<file path="src/sv/brs_pkg.sv">
// Shared types, pattern ROM and tone lookup for the buzzer rhythm sequencer.
// No dependencies; used by brs_core and buzzer_rhythm_sequencer.
package brs_pkg;

    localparam int unsigned TICK_MS = 10;

    // Pattern numbers at or above this are rejected; also the "no pattern" code.
    localparam logic [2:0] PATTERN_COUNT = 3'd6;
    localparam logic [2:0] ROM_LAST      = 3'd5;

    // Step times in ticks (ms / TICK_MS, rounded down)
    localparam logic [15:0] T_1000 = 16'(1000 / TICK_MS);
    localparam logic [15:0] T_260  = 16'(260 / TICK_MS);
    localparam logic [15:0] T_250  = 16'(250 / TICK_MS);
    localparam logic [15:0] T_150  = 16'(150 / TICK_MS);
    localparam logic [15:0] T_130  = 16'(130 / TICK_MS);
    localparam logic [15:0] T_80   = 16'(80 / TICK_MS);
    localparam logic [15:0] T_50   = 16'(50 / TICK_MS);
    localparam logic [15:0] T_48   = 16'(48 / TICK_MS);
    localparam logic [15:0] T_0    = 16'd0;

    // Configuration register indexes
    localparam logic [2:0] REG_TONE_1 = 3'd0;
    localparam logic [2:0] REG_TONE_2 = 3'd1;
    localparam logic [2:0] REG_TONE_3 = 3'd2;
    localparam logic [2:0] REG_TONE_4 = 3'd3;

    localparam logic [15:0] TONE_1_RESET = 16'd3000;
    localparam logic [15:0] TONE_2_RESET = 16'd2000;
    localparam logic [15:0] TONE_3_RESET = 16'd1500;
    localparam logic [15:0] TONE_4_RESET = 16'd1200;
    localparam logic [15:0] PERIOD_RESET = 16'd1500;

    // Tone selectors held in the ROM
    localparam logic [2:0] TONE_NONE = 3'd0;
    localparam logic [2:0] TONE_1    = 3'd1;
    localparam logic [2:0] TONE_2    = 3'd2;
    localparam logic [2:0] TONE_3    = 3'd3;
    localparam logic [2:0] TONE_4    = 3'd4;

    typedef enum logic [1:0] {
        PH_IDLE = 2'd0,
        PH_ON   = 2'd1,
        PH_OFF  = 2'd2
    } phase_t;

    typedef logic [3:0][15:0] tone_bank_t;

    typedef struct packed {
        logic [2:0]  tone;
        logic [15:0] on_ticks;
        logic [15:0] off_ticks;
    } rom_step_t;

    typedef struct packed {
        phase_t      phase;
        logic [2:0]  active_pattern;
        logic [1:0]  step_number;
        logic [1:0]  step_total;
        logic [15:0] on_left;
        logic [15:0] off_left;
        logic        out_en;
        logic [15:0] period;
    } seq_state_t;

    function automatic logic [2:0] rom_index(input logic [2:0] pattern);
        rom_index = (pattern > ROM_LAST) ? ROM_LAST : pattern;
    endfunction

    function automatic logic [1:0] rom_count(input logic [2:0] pattern);
        case (rom_index(pattern))
            3'd2:    rom_count = 2'd2;
            3'd3:    rom_count = 2'd3;
            default: rom_count = 2'd1;
        endcase
    endfunction

    function automatic rom_step_t rom_step(input logic [2:0] pattern, input logic [1:0] step);
        rom_step_t s;
        s = '{tone: TONE_NONE, on_ticks: T_0, off_ticks: T_0};
        if (step == 2'd0)
        begin
            case (rom_index(pattern))
                3'd0:    s = '{tone: TONE_2, on_ticks: T_260,  off_ticks: T_0};
                3'd1:    s = '{tone: TONE_2, on_ticks: T_250,  off_ticks: T_50};
                3'd2:    s = '{tone: TONE_2, on_ticks: T_150,  off_ticks: T_50};
                3'd3:    s = '{tone: TONE_2, on_ticks: T_130,  off_ticks: T_48};
                3'd4:    s = '{tone: TONE_2, on_ticks: T_250,  off_ticks: T_0};
                default: s = '{tone: TONE_2, on_ticks: T_1000, off_ticks: T_0};
            endcase
        end
        else if (step == 2'd1)
        begin
            case (rom_index(pattern))
                3'd2:    s = '{tone: TONE_2, on_ticks: T_150, off_ticks: T_80};
                3'd3:    s = '{tone: TONE_2, on_ticks: T_130, off_ticks: T_48};
                default: s = '{tone: TONE_NONE, on_ticks: T_0, off_ticks: T_0};
            endcase
        end
        else if (step == 2'd2)
        begin
            if (rom_index(pattern) == 3'd3)
            begin
                s = '{tone: TONE_2, on_ticks: T_130, off_ticks: T_48};
            end
        end
        return s;
    endfunction

    function automatic logic [15:0] tone_lookup(input tone_bank_t bank, input logic [2:0] tone);
        case (tone)
            TONE_1:  tone_lookup = bank[0];
            TONE_2:  tone_lookup = bank[1];
            TONE_3:  tone_lookup = bank[2];
            TONE_4:  tone_lookup = bank[3];
            default: tone_lookup = 16'd0;
        endcase
    endfunction

endpackage

</file>
<file path="src/sv/buzzer_rhythm_sequencer.sv">
// Buzzer rhythm sequencer top level: tone registers, sequencer state, output register.
// Depends on brs_pkg and brs_core.
//
//  channel | direction | handshake         | payload
//  s_*     | in        | s_tvalid/s_tready | tuser mode, tdata pattern_number
//  m_*     | out       | m_tvalid/m_tready | tdata buzzer_on, pwm_period, pwm_duty, busy_res
//  cfg_*   | in        | cfg_we            | cfg_index, cfg_data (tone periods)
//
// One beat per cycle while s_tready is high: the state update is a single pass of brs_core
// straight into the state registers, and the status lands in the output register.
// Every input beat gives one output beat, presented in the cycle after acceptance.
// s_tready is low only while the output register is full and m_tready is low.
// Reset (rst_n low, asynchronous) clears state and restores the tone periods.
module buzzer_rhythm_sequencer (
    input  logic        clk,
    input  logic        rst_n,
    input  logic        s_tvalid,
    output logic        s_tready,
    input  logic [7:0]  s_tdata,   // [2:0] pattern_number, [7:3] zero
    input  logic        s_tuser,   // [0] mode
    output logic        m_tvalid,
    input  logic        m_tready,
    output logic [39:0] m_tdata,   // [0] buzzer_on, [16:1] pwm_period,
                                   // [31:17] pwm_duty, [32] busy_res, [39:33] zero
    input  logic        cfg_we,
    input  logic [2:0]  cfg_index,
    input  logic [15:0] cfg_data
);

    brs_pkg::tone_bank_t tones_reg;
    brs_pkg::seq_state_t state_reg;
    brs_pkg::seq_state_t state_next;
    logic                out_valid_reg;
    logic [39:0]         out_data_reg;
    logic [39:0]         out_data_next;
    logic                accept;

    assign s_tready = !out_valid_reg || m_tready;
    assign accept   = s_tvalid && s_tready;
    assign m_tvalid = out_valid_reg;
    assign m_tdata  = out_data_reg;

    always_ff @(posedge clk or negedge rst_n)
    begin
        if (!rst_n)
        begin
            tones_reg[0] <= brs_pkg::TONE_1_RESET;
            tones_reg[1] <= brs_pkg::TONE_2_RESET;
            tones_reg[2] <= brs_pkg::TONE_3_RESET;
            tones_reg[3] <= brs_pkg::TONE_4_RESET;
        end
        else if (cfg_we)
        begin
            case (cfg_index)
                brs_pkg::REG_TONE_1: tones_reg[0] <= cfg_data;
                brs_pkg::REG_TONE_2: tones_reg[1] <= cfg_data;
                brs_pkg::REG_TONE_3: tones_reg[2] <= cfg_data;
                brs_pkg::REG_TONE_4: tones_reg[3] <= cfg_data;
                default: ;
            endcase
        end
    end

    brs_core u_core (
        .state          (state_reg),
        .mode           (s_tuser),
        .pattern_number (s_tdata[2:0]),
        .tones          (tones_reg),
        .state_next     (state_next)
    );

    always_comb
    begin
        out_data_next        = '0;
        out_data_next[0]     = state_next.out_en;
        out_data_next[16:1]  = state_next.period;
        out_data_next[31:17] = state_next.period[15:1];
        out_data_next[32]    = state_next.active_pattern < brs_pkg::PATTERN_COUNT;
    end

    always_ff @(posedge clk or negedge rst_n)
    begin
        if (!rst_n)
        begin
            state_reg.phase          <= brs_pkg::PH_IDLE;
            state_reg.active_pattern <= brs_pkg::PATTERN_COUNT;
            state_reg.step_number    <= 2'd0;
            state_reg.step_total     <= 2'd0;
            state_reg.on_left        <= 16'd0;
            state_reg.off_left       <= 16'd0;
            state_reg.out_en         <= 1'b0;
            state_reg.period         <= brs_pkg::PERIOD_RESET;
            out_valid_reg            <= 1'b0;
        end
        else
        begin
            if (accept)
            begin
                state_reg     <= state_next;
                out_valid_reg <= 1'b1;
            end
            else if (m_tready)
            begin
                out_valid_reg <= 1'b0;
            end
        end
    end

    always_ff @(posedge clk)
    begin
        if (accept)
        begin
            out_data_reg <= out_data_next;
        end
    end

    // Playing implies a pattern is selected
    assert property (@(posedge clk) disable iff (!rst_n)
        (state_reg.phase == brs_pkg::PH_ON || state_reg.phase == brs_pkg::PH_OFF)
        |-> (state_reg.active_pattern < brs_pkg::PATTERN_COUNT))
        else $error("sequencer playing with no pattern selected");

    // Buzzer is silent through the off phase
    assert property (@(posedge clk) disable iff (!rst_n)
        (state_reg.phase == brs_pkg::PH_OFF) |-> !state_reg.out_en)
        else $error("buzzer enabled during off phase");

    // Step index stays inside the pattern while playing
    assert property (@(posedge clk) disable iff (!rst_n)
        (state_reg.phase == brs_pkg::PH_ON || state_reg.phase == brs_pkg::PH_OFF)
        |-> (state_reg.step_number < state_reg.step_total))
        else $error("step number beyond pattern length");

    // An accepted beat always leaves a result waiting in the next cycle
    assert property (@(posedge clk) disable iff (!rst_n)
        accept |=> out_valid_reg)
        else $error("accepted beat produced no result");

endmodule

</file>
<file path="src/sv/brs_core.sv">
// Next-state logic of the sequencer for one beat (tick or start request).
// Depends on brs_pkg.
module brs_core (
    input  brs_pkg::seq_state_t state,
    input  logic                mode,
    input  logic [2:0]          pattern_number,
    input  brs_pkg::tone_bank_t tones,
    output brs_pkg::seq_state_t state_next
);

    logic [1:0]         step_inc;
    logic [1:0]         load_step_no;
    logic               do_load;
    brs_pkg::rom_step_t step_data;

    assign step_inc = state.step_number + 2'd1;

    always_comb
    begin
        state_next   = state;
        do_load      = 1'b0;
        load_step_no = 2'd0;
        step_data    = '0;
        if (mode)
        begin
            if (pattern_number < brs_pkg::PATTERN_COUNT)
            begin
                state_next.active_pattern = pattern_number;
                state_next.phase          = brs_pkg::PH_IDLE;
            end
        end
        else
        begin
            case (state.phase)
                brs_pkg::PH_IDLE:
                begin
                    if (state.active_pattern < brs_pkg::PATTERN_COUNT)
                    begin
                        state_next.step_number = 2'd0;
                        state_next.step_total  = brs_pkg::rom_count(state.active_pattern);
                        do_load                = 1'b1;
                        load_step_no           = 2'd0;
                    end
                end
                brs_pkg::PH_ON:
                begin
                    if (state.on_left != 16'd0)
                    begin
                        state_next.on_left = state.on_left - 16'd1;
                    end
                    else
                    begin
                        state_next.phase  = brs_pkg::PH_OFF;
                        state_next.out_en = 1'b0;
                    end
                end
                brs_pkg::PH_OFF:
                begin
                    if (state.off_left != 16'd0)
                    begin
                        state_next.off_left = state.off_left - 16'd1;
                    end
                    else if (step_inc < state.step_total)
                    begin
                        state_next.step_number = step_inc;
                        do_load                = 1'b1;
                        load_step_no           = step_inc;
                    end
                    else
                    begin
                        state_next.phase          = brs_pkg::PH_IDLE;
                        state_next.active_pattern = brs_pkg::PATTERN_COUNT;
                        state_next.step_number    = 2'd0;
                        state_next.out_en         = 1'b0;
                    end
                end
                default:
                begin
                    state_next.phase          = brs_pkg::PH_IDLE;
                    state_next.active_pattern = brs_pkg::PATTERN_COUNT;
                end
            endcase
        end

        if (do_load)
        begin
            step_data           = brs_pkg::rom_step(state.active_pattern, load_step_no);
            state_next.on_left  = step_data.on_ticks;
            state_next.off_left = step_data.off_ticks;
            state_next.period   = brs_pkg::tone_lookup(tones, step_data.tone);
            state_next.out_en   = 1'b1;
            state_next.phase    = brs_pkg::PH_ON;
        end
    end

endmodule

</file>
<file path="config.mk">
export PLATFORM = sky130hd
export DESIGN_NAME = buzzer_rhythm_sequencer
export DESIGN_NICKNAME = d
export VERILOG_FILES = /design/src/sv/brs_pkg.sv /design/src/sv/buzzer_rhythm_sequencer.sv /design/src/sv/brs_core.sv
export SDC_FILE = /design/constraint.sdc
export NUM_CORES = 1
export LEC_CHECK = 0
export BUFFER_PORTS_ARGS = -buffer_cell sky130_fd_sc_hd__buf_2
export CORE_MARGIN = 2
export CORE_UTILIZATION = 40
export CTS_BUF_LIST = sky130_fd_sc_hd__clkbuf_4
export DETAILED_ROUTE_END_ITERATION = 10
export GPL_TIMING_DRIVEN = 0
export PLACE_DENSITY_LB_ADDON = 0.2
export SLEW_MARGIN = 0
export SYNTH_ARGS = -nofsm -noshare
export SYNTH_HDL_FRONTEND = slang
export SYNTH_SLANG_ARGS = --single-unit
</file>
<file path="constraint.sdc">
create_clock -name clk -period 8.5 [get_ports clk]
set_input_delay 1.7 -clock clk [delete_from_list [all_inputs] [get_ports clk]]
set_output_delay 1.7 -clock clk [all_outputs]
set_load 0.01 [all_outputs]
</file>
==> run metrics <==
first-pass detailed-route iteration total=5; RSZ-0062 raised after global routing=no; Area growth, synth to finish=14.3%; non-filler cells, final=688; placed standard-cell area=0.00546 mm^2; cell type of the slowest stage on the worst timing path=sky130_fd_sc_hd__nand2b_1; final worst path period need=3.85 ns; Post-DP HPWL=8120 um; Hold/Removal Path Class=reg -> reg; clk_lat worst skew=0.48 ns; static leakage=2.48 nW; number of placed instances with taps included=671; via count of the first global-routing pass=3,658; number of slew-limit violations in the final report=0; count of fill cells added during filler insertion=1,147; clk_skew=0.0192 ns; root buf cell=sky130_fd_sc_hd__clkbuf_4; Fin Setup TNS=0 ns; hold wc startpoint=state_reg[34]; count of cells resized by post-cts repair=0; post-cts hold buffer count=0; number of warnings reported in the yosys synthesis log=0; max FFs per register=58; total congestion overflow=0; data arrival time at the worst-slack endpoint=2.15 ns; cells after synthesis=455; Cell variety after synth=70; post-synthesis sequential element count=93; horizontal extent of the die=115 um; antenna-violating nets left=0; via count=3,784; leading cell type in the layout, fill and taps excluded=sky130_fd_sc_hd__buf_2; number of buffers inserted to repair setup after CTS=0; number of sinks on the clock net=93; data required time at the worst endpoint=6.80 ns; Layout Utilization=46.8%; critical-path maximum fanout=4; mean routed wirelength per cell=16.5 um; Boundary Pins=75; maximum ir drop on the vdd rail=0.000104 V; cell depth of the worst min-delay path=2; Cell Rows=40; most frequently used flop master after synthesis=sky130_fd_sc_hd__dfrtp_1; clock tree from TritonCTS=yes; wire length after detailed routing=11,300 um; final non-filler cell area=0.00562 mm^2; classification of the worst setup path=in -> out; Cell Chain, Critical Path=buf_2 -> nand2b_1 -> buf_2; crit path launch type=input port; highest-count cells in the layout ignoring fill and taps=63 x sky130_fd_sc_hd__buf_2, 60 x sky130_fd_sc_hd__dfrtp_1, 34 x sky130_fd_sc_hd__nor2_1, 34 x sky130_fd_sc_hd__a22o_1, 26 x sky130_fd_sc_hd__buf_4; kind of end point of the critical path=output port; depth of the worst register-to-register path=9; cell seen most often among critical-path stages=sky130_fd_sc_hd__buf_2; share of async-settable or async-resettable flops after synthesis=80.6%; DIE AREA=0.0132 mm^2; Max transition margin=17.5%; number of input and output port buffers inserted=62; R2R Path Start=state_reg[51]; FMAX=260 MHz; share of the clock period used by the worst path after layout=45.3%; vertical die dimension=115 um; Critical Path Start=m_tready; vias per cell=5.50; average cell area after synthesis=10.8 um^2; number of buffers created by CTS=9; post-synthesis instance area=0.00492 mm^2; maximum level of the CTS H-tree=3; remaining design rule violation count=0; All-Layer GR Usage=18.1%; post-route total power=1.81 mW; peak per-stage delay on the critical path=0.19 ns; number of buffers between clock root and the deepest sink=2; layout net count=578; gp weighted congestion=0.873; antenna violations before repair=1; largest net degree at the start of global routing=44; outcome=completed; register area share after synthesis=49.6%; Clock Pin Slew Worst Setup and Hold Paths=0.16 ns; Core ar.=0.0120 mm^2; starting density of the core=40.9%; power density over cell area=322 mW/mm^2; Iter 0 DRT Violations=210; Tightest Pin Transition=1.23 ns; Post-synth EDFFs=18; count of final hold-check violations=0; Setup violations, final=0; max-capacitance violation count=0; share of post-route cells with drive strength above 1=29.3%; global-route wire length before repair=18,600 um
-- layout make-up --
class | instances | area (um^2) | area share [%]
Tap cell | 147 | 184 | 3.27
Multi-Input combinational cell | 308 | 2170 | 38.6
Inverter | 16 | 60.1 | 1.07
Timing Repair Buffer | 63 | 340 | 6.06
Buffer | 44 | 277 | 4.92
Clock buffer | 9 | 67.6 | 1.20
Sequential cell | 93 | 2440 | 43.4
Clock inverter | 7 | 83.8 | 1.49
Antenna cell | 1 | 2.50 | 0.0446
-- metal layers --
layer	track usage [%]	up-vias	part of all wire, %
li1	-	1830	-
met3	2.90	17	3.9
met1	25.9	1845	48
met5	0	-	0
met2	27.1	92	45
met4	8.76	0	2.2
-- worst paths after layout --
path	to	slack, ns
worst max-delay path	s_tready	4.65
worst min-delay path	state_reg[34]	0.50
worst max register to register	state_reg[34]	5.22
worst min register to register	state_reg[34]	0.50
max in group asynchronous	tones_reg[26]	6.74
min in group asynchronous	state_reg[21]	1.14
-- cells by family (layout without fill, tap and decap cells) --
group | after synthesis | count (layout) | synth area share (%)
xor gates and xnor gates | 18 | 18 | 3.21
DFF | 93 | 93 | 49.6
and+or+nand+nor | 133 | 133 | 15.0
muxes | 18 | 18 | 4.10
other | 1 | 8 | 0.0763
buffers and inverters | 60 | 139 | 6.85
adders and majority gates | 10 | 10 | 2.55
AOI/OAI and AO/OA | 122 | 122 | 18.7
-- critical path: cells and delay by family --
family | cells | cell delay (ns)
AND/OR/NAND/NOR | 1 | 0.19
buffers and inverters | 2 | 0.26
-- cell usage after synthesis, drive strengths merged, types with 3 or more instances --
| cell type | number | area [um^2] |
|---|---|---|
| a211oi | 3 | 27.5 |
| a21bo | 3 | 30.0 |
| a21o | 5 | 37.5 |
| a21oi | 18 | 101 |
| a22o | 34 | 298 |
| a31oi | 9 | 56.3 |
| and3 | 3 | 18.8 |
| buf | 30 | 224 |
| clkbuf | 14 | 52.6 |
| dfrtp | 60 | 1500 |
| dfstp | 15 | 394 |
| edfxtp | 18 | 541 |
| ha | 10 | 125 |
| inv | 16 | 60.1 |
| mux2 | 17 | 191 |
| nand2 | 20 | 77.6 |
| nand2b | 4 | 25.0 |
| nand3 | 13 | 65.1 |
| nand4 | 8 | 56.3 |
| nor2 | 35 | 148 |
| nor3 | 9 | 45.0 |
| nor4 | 16 | 106 |
| nor4b | 4 | 41.3 |
| o211ai | 4 | 35.0 |
| o21a | 3 | 22.5 |
| o21ai | 20 | 115 |
| o22ai | 4 | 25.0 |
| o41ai | 4 | 35.0 |
| or3 | 7 | 43.8 |
| or4 | 4 | 33.8 |
| xnor2 | 4 | 35.0 |
| xor2 | 14 | 123 |
-- per-stage QoR --
step | hold slack, ns | worst slack (ns)
final | 0.504 | 4.65
after global routing | 0.529 | 4.61
after CTS | 0.509 | 4.64
after detailed placement | 0.473 | 4.62
after global placement | 0.471 | 4.62
after floorplan | 0.450 | 4.90
-- report_power, final --
| group | switching, mW | total [mW] | internal (mW) |
|---|---|---|---|
| clock | 0.172 | 0.268 | 0.0959 |
| combinational | 0.462 | 0.794 | 0.332 |
| sequential | 0.116 | 0.746 | 0.630 |
Note: power is estimated with default switching activity, not from simulation.
